**src/rtl/tpls_pkg.sv**
```systemverilog
// ----------------------------------------------------------------
// tpls_pkg
// Types, constants and the solve program of the plane fit block.
// ----------------------------------------------------------------
package tpls_pkg;

	localparam int W        = 256;
	localparam int RMS_BITS = 47;
	localparam int RAD_BITS = 2 * RMS_BITS;
	localparam int RF_DEPTH = 32;
	localparam int RF_AW    = $clog2(RF_DEPTH);

	localparam logic [47:0] FIX_MAX = 48'h7FFF_FFFF_FFFF;
	localparam logic [47:0] FIX_MIN = 48'h8000_0000_0000;
	localparam logic [RMS_BITS-1:0] RMS_MAX = {RMS_BITS{1'b1}};

	typedef logic [W-1:0] word_t;
	typedef logic [RF_AW-1:0] raddr_t;

	// register file slots
	localparam raddr_t R_N   = 5'd0;
	localparam raddr_t R_S1  = 5'd1;
	localparam raddr_t R_S2  = 5'd2;
	localparam raddr_t R_SY  = 5'd3;
	localparam raddr_t R_Q11 = 5'd4;
	localparam raddr_t R_Q22 = 5'd5;
	localparam raddr_t R_QYY = 5'd6;
	localparam raddr_t R_P12 = 5'd7;
	localparam raddr_t R_P1Y = 5'd8;
	localparam raddr_t R_P2Y = 5'd9;
	localparam raddr_t R_T   = 5'd10;
	localparam raddr_t R_U   = 5'd11;
	localparam raddr_t R_C11 = 5'd12;
	localparam raddr_t R_C22 = 5'd13;
	localparam raddr_t R_CYY = 5'd14;
	localparam raddr_t R_C12 = 5'd15;
	localparam raddr_t R_C1Y = 5'd16;
	localparam raddr_t R_C2Y = 5'd17;
	localparam raddr_t R_DET = 5'd18;
	localparam raddr_t R_N1  = 5'd19;
	localparam raddr_t R_N2  = 5'd20;
	localparam raddr_t R_AN  = 5'd21;
	localparam raddr_t R_M   = 5'd22;
	localparam raddr_t R_V   = 5'd23;

	// coefficient slots for the fixed-point conversion
	localparam raddr_t SLOT_A  = 5'd0;
	localparam raddr_t SLOT_B1 = 5'd1;
	localparam raddr_t SLOT_B2 = 5'd2;

	typedef enum logic [2:0] {
		OP_END,
		OP_MUL,
		OP_SUB,
		OP_SHLF,
		OP_CLSH,
		OP_CHK,
		OP_FIX,
		OP_SQRT
	} op_t;

	typedef enum logic [3:0] {
		ST_ACC,
		ST_COPY,
		ST_RDA,
		ST_RDB,
		ST_CAPB,
		ST_GO,
		ST_WAIT,
		ST_WR,
		ST_OUT
	} state_t;

	typedef struct packed {
		op_t    op;
		raddr_t ra;
		raddr_t rb;
		raddr_t rd;
	} uop_t;

	typedef struct packed {
		logic [15:0]        count;
		logic signed [31:0] s1;
		logic signed [31:0] s2;
		logic signed [31:0] sy;
		logic signed [46:0] q11;
		logic signed [46:0] q22;
		logic signed [46:0] qyy;
		logic signed [47:0] p12;
		logic signed [47:0] p1y;
		logic signed [47:0] p2y;
		logic               drop;
	} acc_t;

	typedef struct packed {
		op_t    op;
		raddr_t raddr;
		raddr_t waddr;
		logic   we;
		logic   copy;
		logic   cap_a;
		logic   cap_b;
		logic   start;
		logic   clear;
		logic   load_out;
	} dp_cmd_t;

	typedef struct packed {
		logic busy;
		logic singular;
	} dp_sts_t;

	typedef struct packed {
		logic [15:0]         points;
		logic [RMS_BITS-1:0] rms;
		logic [47:0]         slope_second;
		logic [47:0]         slope_first;
		logic [47:0]         intercept;
		logic                singular;
		logic                overflowed;
	} res_t;

	function automatic uop_t ucode(input logic [5:0] pc);
		uop_t u;
		u = '{OP_END, R_N, R_N, R_N};
		case (pc)
			6'd0:  u = '{OP_MUL,  R_N,   R_Q11, R_T};
			6'd1:  u = '{OP_MUL,  R_S1,  R_S1,  R_U};
			6'd2:  u = '{OP_SUB,  R_T,   R_U,   R_C11};
			6'd3:  u = '{OP_MUL,  R_N,   R_Q22, R_T};
			6'd4:  u = '{OP_MUL,  R_S2,  R_S2,  R_U};
			6'd5:  u = '{OP_SUB,  R_T,   R_U,   R_C22};
			6'd6:  u = '{OP_MUL,  R_N,   R_QYY, R_T};
			6'd7:  u = '{OP_MUL,  R_SY,  R_SY,  R_U};
			6'd8:  u = '{OP_SUB,  R_T,   R_U,   R_CYY};
			6'd9:  u = '{OP_MUL,  R_N,   R_P12, R_T};
			6'd10: u = '{OP_MUL,  R_S1,  R_S2,  R_U};
			6'd11: u = '{OP_SUB,  R_T,   R_U,   R_C12};
			6'd12: u = '{OP_MUL,  R_N,   R_P1Y, R_T};
			6'd13: u = '{OP_MUL,  R_S1,  R_SY,  R_U};
			6'd14: u = '{OP_SUB,  R_T,   R_U,   R_C1Y};
			6'd15: u = '{OP_MUL,  R_N,   R_P2Y, R_T};
			6'd16: u = '{OP_MUL,  R_S2,  R_SY,  R_U};
			6'd17: u = '{OP_SUB,  R_T,   R_U,   R_C2Y};
			6'd18: u = '{OP_MUL,  R_C11, R_C22, R_T};
			6'd19: u = '{OP_MUL,  R_C12, R_C12, R_U};
			6'd20: u = '{OP_SUB,  R_T,   R_U,   R_DET};
			6'd21: u = '{OP_CHK,  R_DET, R_DET, R_T};
			6'd22: u = '{OP_MUL,  R_C1Y, R_C22, R_T};
			6'd23: u = '{OP_MUL,  R_C2Y, R_C12, R_U};
			6'd24: u = '{OP_SUB,  R_T,   R_U,   R_N1};
			6'd25: u = '{OP_MUL,  R_C2Y, R_C11, R_T};
			6'd26: u = '{OP_MUL,  R_C1Y, R_C12, R_U};
			6'd27: u = '{OP_SUB,  R_T,   R_U,   R_N2};
			6'd28: u = '{OP_MUL,  R_SY,  R_DET, R_T};
			6'd29: u = '{OP_MUL,  R_N1,  R_S1,  R_U};
			6'd30: u = '{OP_SUB,  R_T,   R_U,   R_V};
			6'd31: u = '{OP_MUL,  R_N2,  R_S2,  R_U};
			6'd32: u = '{OP_SUB,  R_V,   R_U,   R_AN};
			6'd33: u = '{OP_MUL,  R_CYY, R_DET, R_T};
			6'd34: u = '{OP_MUL,  R_N1,  R_C1Y, R_U};
			6'd35: u = '{OP_SUB,  R_T,   R_U,   R_V};
			6'd36: u = '{OP_MUL,  R_N2,  R_C2Y, R_U};
			6'd37: u = '{OP_SUB,  R_V,   R_U,   R_M};
			6'd38: u = '{OP_SHLF, R_N1,  R_N1,  R_T};
			6'd39: u = '{OP_FIX,  R_T,   R_DET, SLOT_B1};
			6'd40: u = '{OP_SHLF, R_N2,  R_N2,  R_T};
			6'd41: u = '{OP_FIX,  R_T,   R_DET, SLOT_B2};
			6'd42: u = '{OP_SHLF, R_AN,  R_AN,  R_T};
			6'd43: u = '{OP_MUL,  R_N,   R_DET, R_U};
			6'd44: u = '{OP_FIX,  R_T,   R_U,   SLOT_A};
			6'd45: u = '{OP_CLSH, R_M,   R_M,   R_V};
			6'd46: u = '{OP_MUL,  R_N,   R_N,   R_T};
			6'd47: u = '{OP_MUL,  R_T,   R_DET, R_U};
			6'd48: u = '{OP_SQRT, R_V,   R_U,   R_T};
			default: u = '{OP_END, R_N, R_N, R_N};
		endcase
		return u;
	endfunction

endpackage

```
**src/rtl/tpls_ctrl.sv**
```systemverilog
// ----------------------------------------------------------------
// tpls_ctrl
// Sequencer: accumulation, copy into the register file, stepping
// through the solve program and handing the result to the output.
// ----------------------------------------------------------------
module tpls_ctrl import tpls_pkg::*; (
	input  logic    clk,
	input  logic    arst_n,
	input  logic    s_tvalid,
	input  logic    s_tlast,
	input  logic    m_tready,
	input  dp_sts_t sts,
	output logic    s_tready,
	output logic    m_tvalid,
	output logic    acc_clr,
	output dp_cmd_t cmd
);

	state_t     state_q, state_nx;
	logic [5:0] pc_q, pc_nx;
	raddr_t     cnt_q, cnt_nx;
	logic       mvalid_q;
	uop_t       u;

	always_ff @(posedge clk or negedge arst_n) begin
		if (!arst_n) begin
			state_q  <= ST_ACC;
			pc_q     <= '0;
			cnt_q    <= '0;
			mvalid_q <= 1'b0;
		end else begin
			state_q <= state_nx;
			pc_q    <= pc_nx;
			cnt_q   <= cnt_nx;
			if (cmd.load_out) begin
				mvalid_q <= 1'b1;
			end else if (m_tready) begin
				mvalid_q <= 1'b0;
			end
		end
	end

	always_comb begin
		u        = ucode(pc_q);
		state_nx = state_q;
		pc_nx    = pc_q;
		cnt_nx   = cnt_q;
		s_tready = 1'b0;
		acc_clr  = 1'b0;
		cmd      = '0;
		cmd.op   = OP_END;
		cmd.raddr = u.ra;
		case (state_q)
			ST_ACC: begin
				s_tready = 1'b1;
				if (s_tvalid && s_tlast) begin
					cnt_nx   = '0;
					state_nx = ST_COPY;
				end
			end
			ST_COPY: begin
				cmd.copy  = 1'b1;
				cmd.waddr = cnt_q;
				cmd.clear = (cnt_q == R_N);
				cnt_nx    = cnt_q + 5'd1;
				if (cnt_q == R_P2Y) begin
					acc_clr  = 1'b1;
					pc_nx    = '0;
					state_nx = ST_RDA;
				end
			end
			ST_RDA: begin
				cmd.raddr = u.ra;
				state_nx  = (u.op == OP_END) ? ST_OUT : ST_RDB;
			end
			ST_RDB: begin
				cmd.raddr = u.rb;
				cmd.cap_a = 1'b1;
				state_nx  = ST_CAPB;
			end
			ST_CAPB: begin
				cmd.cap_b = 1'b1;
				state_nx  = ST_GO;
			end
			ST_GO: begin
				cmd.start = 1'b1;
				cmd.op    = u.op;
				cmd.waddr = u.rd;
				state_nx  = ST_WAIT;
			end
			ST_WAIT: begin
				if (!sts.busy) begin
					state_nx = ST_WR;
				end
			end
			ST_WR: begin
				cmd.waddr = u.rd;
				cmd.we    = (u.op == OP_MUL) || (u.op == OP_SUB) ||
					(u.op == OP_SHLF) || (u.op == OP_CLSH);
				if (u.op == OP_CHK && sts.singular) begin
					state_nx = ST_OUT;
				end else begin
					pc_nx    = pc_q + 6'd1;
					state_nx = ST_RDA;
				end
			end
			ST_OUT: begin
				if (!mvalid_q || m_tready) begin
					cmd.load_out = 1'b1;
					state_nx     = ST_ACC;
				end
			end
			default: state_nx = ST_ACC;
		endcase
	end

	assign m_tvalid = mvalid_q;

endmodule

```
**config.mk**
```make
export PLATFORM = sky130hd
export DESIGN_NAME = tpls_ctrl
export DESIGN_NICKNAME = d
export VERILOG_FILES = /design/src/rtl/tpls_pkg.sv /design/src/rtl/tpls_ctrl.sv
export SDC_FILE = /design/constraint.sdc
export NUM_CORES = 1
export LEC_CHECK = 0
export BUFFER_PORTS_ARGS = -buffer_cell sky130_fd_sc_hd__buf_2
export CAP_MARGIN = 25
export CORE_AREA = 5 5 65 82
export CTS_CLUSTER_DIAMETER = 120
export CTS_CLUSTER_SIZE = 30
export DETAILED_ROUTE_END_ITERATION = 10
export DIE_AREA = 0 0 70 87
export HOLD_SLACK_MARGIN = 0.08
export PLACE_DENSITY_LB_ADDON = 0.25
export SYNTH_ARGS = -nofsm -noshare
export SYNTH_HDL_FRONTEND = slang
export SYNTH_SLANG_ARGS = --single-unit
export TNS_END_PERCENT = 30
```
**constraint.sdc**
```tcl
create_clock -name clk -period 5.8 [get_ports clk]
set_input_delay 1.16 -clock clk [delete_from_list [all_inputs] [get_ports clk]]
set_output_delay 1.16 -clock clk [all_outputs]
set_load 0.005 [all_outputs]
```
==> metrics.txt <==
syn nets=358; I/O pin count=30; Highest Signal Layer=met4; root buffer cell=clkbuf_8; first-pass GRT wire length=~12,000 um; placer's final routability congestion estimate=1.013; I/O Buffers=29; cts bufs inserted=3; vias in the first global route=2,397; mapped cell area=0.002350 mm^2; # fillers=approximately 470; register area share after synthesis=0.1704; final period utilization=0.7283; core area=0.004554 mm^2; skew final=roughly 0.0024 ns; initial antenna violation count=0; later-pin clock latency in the skew report=between 0.2 and 0.3 ns; die width=70 um; residual DRC count=0; Slew @ Worst Pin=0.9107 ns; Static Leakage=between 0.001 and 0.0015 uW; # Max-Cap Violations=0; Nets=363; All-Layer GR Usage=0.2366; die height=around 87 um; R2R Path End=pc_q[0]; post-route ant nets=0; DR iter-0 viols=420; Ant. Diodes=0; top_reg_cell synth=dfrtp_1; Setup crit start kind=register; Hold Vio Cnt, Final=0; synth top area cells=dfrtp_1 (17%), nand2_1 (7.5%), ha_1 (6.9%); H-tree depth=1; critical path class=reg2out; Yosys top cell area share=0.1704; CP Data Required Time=roughly 4.6 ns; fmax=around 240 MHz; worst vdd ir=between 200 and 300 uV; power per cell area=approximately 630 mW/mm^2; Setup violations, final=0; synthesized netlist cell count=338; Synth warnings=0; maximum fanout along the worst path=26; status=finished, final reports clean; Synth Register Bits=16; WL met1=about 2900 um; vias=between 2k and 3k; worst hold path cell count=1; post-route setup TNS=0 ns; row cnt=28; WL met3=~550 um; Slew HR=0.3929; RSZ-0062 raised after global routing=no; library cells used by synthesis=63; Vias/cell=between 6 and 7; Reg2Reg Setup Slack=approximately 2.8 ns; drt total wl=around 7000 um; reg-to-reg startpoint=pc_q[0]; commonest cells in the netlist=nand2_1 (47), a21oi_1 (26), nor2_1 (25); syn avg cell area=about 7.0 um^2; fraction of layout cells with a size suffix above 1=0.1378; area leader, netlist=dfrtp_1; FF-to-FF path depth=8; WL met2=3360 um; Worst setup EP type=output port; number of synthesized flops with an enable pin=0; Post-CTS Setup Bufs=0; worst hold path endpoint=cnt_q[2]; dpl cell area=0.002425 mm^2; grt total ovfl=0; TritonRoute pass-1 iters=7; HP Start=cnt_q[2]; HPWL after detailed placement=a little over 5000 um; largest net degree at the start of global routing=65; top-count cell post-synth=nand2_1; Routed wire per std cell=between 15 and 20 um; TritonCTS Sinks=16; post-cts gate resize count=0; Design Area, Final=roughly 0.0025 mm^2; CTS tree=yes; HP Class=reg2reg; minimum clock period after layout=~4.2 ns; Max Buffers Root-to-Sink=2; area grow syn2layout=6.123%; CP arrival=3.06 ns; asr flop ratio synth=1.000; Starting Density=0.5159; hold_buf cts=0; Reg clk slew, reported paths=approximately 0.06 ns; fin. max-slew vios=0; die area=0.006090 mm^2
[metal layers]
metal,global-route usage,vias to the layer above
met3,0.01848,35
met4,0.1272,0
met5,0,-
met1,0.2982,1221
met2,0.4015,167
li1,-,1250
[state kept, by name, summed over array words and instances, names as in the netlist]
signal    flops
m_tvalid      1
cnt_q         5
pc_q          6
state_q       4
[placed cells by master, fill, tap and decap left out, types with 5 or more instances in the layout]
| cell | netlist | routed |
|---|---|---|
| nand2_1 | 47 | 47 |
| buf_2 | 14 | 29 |
| a21oi_1 | 26 | 26 |
| nor2_1 | 25 | 25 |
| o21ai_0 | 23 | 23 |
| nand3_1 | 21 | 21 |
| dfrtp_1 | 16 | 16 |
| ha_1 | 13 | 13 |
| inv_1 | 12 | 12 |
| nor3_1 | 9 | 9 |
| nand2b_1 | 8 | 8 |
| o211ai_1 | 8 | 8 |
| nand4_1 | 6 | 6 |
| nor2b_1 | 5 | 5 |
[where the power goes]
group | leakage, uW | internal, uW | switching [uW] | total, uW
registers | 0.000202 | 155 | 114 | 269
clock network | 0.0000216 | 46.0 | 38.1 | 84.1
logic | 0.000926 | 478 | 740 | 1220
[through the flow]
step | hold slack (ns) | cells | power, uW | worst slack, ns | util
after CTS | 0.5901 | 400 | 1524 | 1.645 | 0.5415
after floorplan | 0.5187 | 338 | 1152 | 2.538 | -
after detailed placement | 0.5740 | 397 | 1434 | 1.910 | 0.5324
after global routing | 0.6243 | 401 | 1715 | 1.408 | 0.5475
after global placement | 0.5724 | 397 | 1435 | 1.966 | 0.5324
final | 0.5802 | 401 | 1572 | 1.576 | 0.5475
[critical path: stages, from the launching register on]
cell,delay (ns)
dfrtp_1,0.86
clkinv_1,0.72
nor2_1,0.41
a32oi_2,0.17
nor3_1,0.30
xor2_1,0.18
nor2_1,0.05
buf_2,0.12
[logic make-up after synthesis]
family | count (synthesis) | share of synthesized area
mux | 7 | 0.04100
simple gates | 144 | 0.2993
compound gates | 106 | 0.3078
flops | 16 | 0.1704
buf+inv | 47 | 0.09371
xor+xnor | 5 | 0.01864
fa+ha+maj | 13 | 0.06922
[area by class of cell]
| cell class | instances | area, um^2 | area share |
|---|---|---|---|
| timing repair buffer | 33 | 195.2 | 0.07827 |
| multi-input combinational | 275 | 1729 | 0.6934 |
| sequential | 16 | 400.4 | 0.1606 |
| tap | 60 | 75.07 | 0.03011 |
| clock buffer | 3 | 41.29 | 0.01656 |
| inverter | 14 | 52.55 | 0.02107 |
[worst max-delay path by stage]
stage,from,end,slack (ns),cells past startpoint
finish,pc_q[4],cmd[6],1.58,7
global placement,pc_q[0],cmd[6],1.97,9
floorplan,pc_q[1],cmd[7],2.54,9
CTS,pc_q[3],cmd[7],1.65,7
detailed placement,pc_q[3],cmd[7],1.91,7
global route,pc_q[4],cmd[6],1.41,7
No activity file was read; power rests on OpenSTA's default activity.
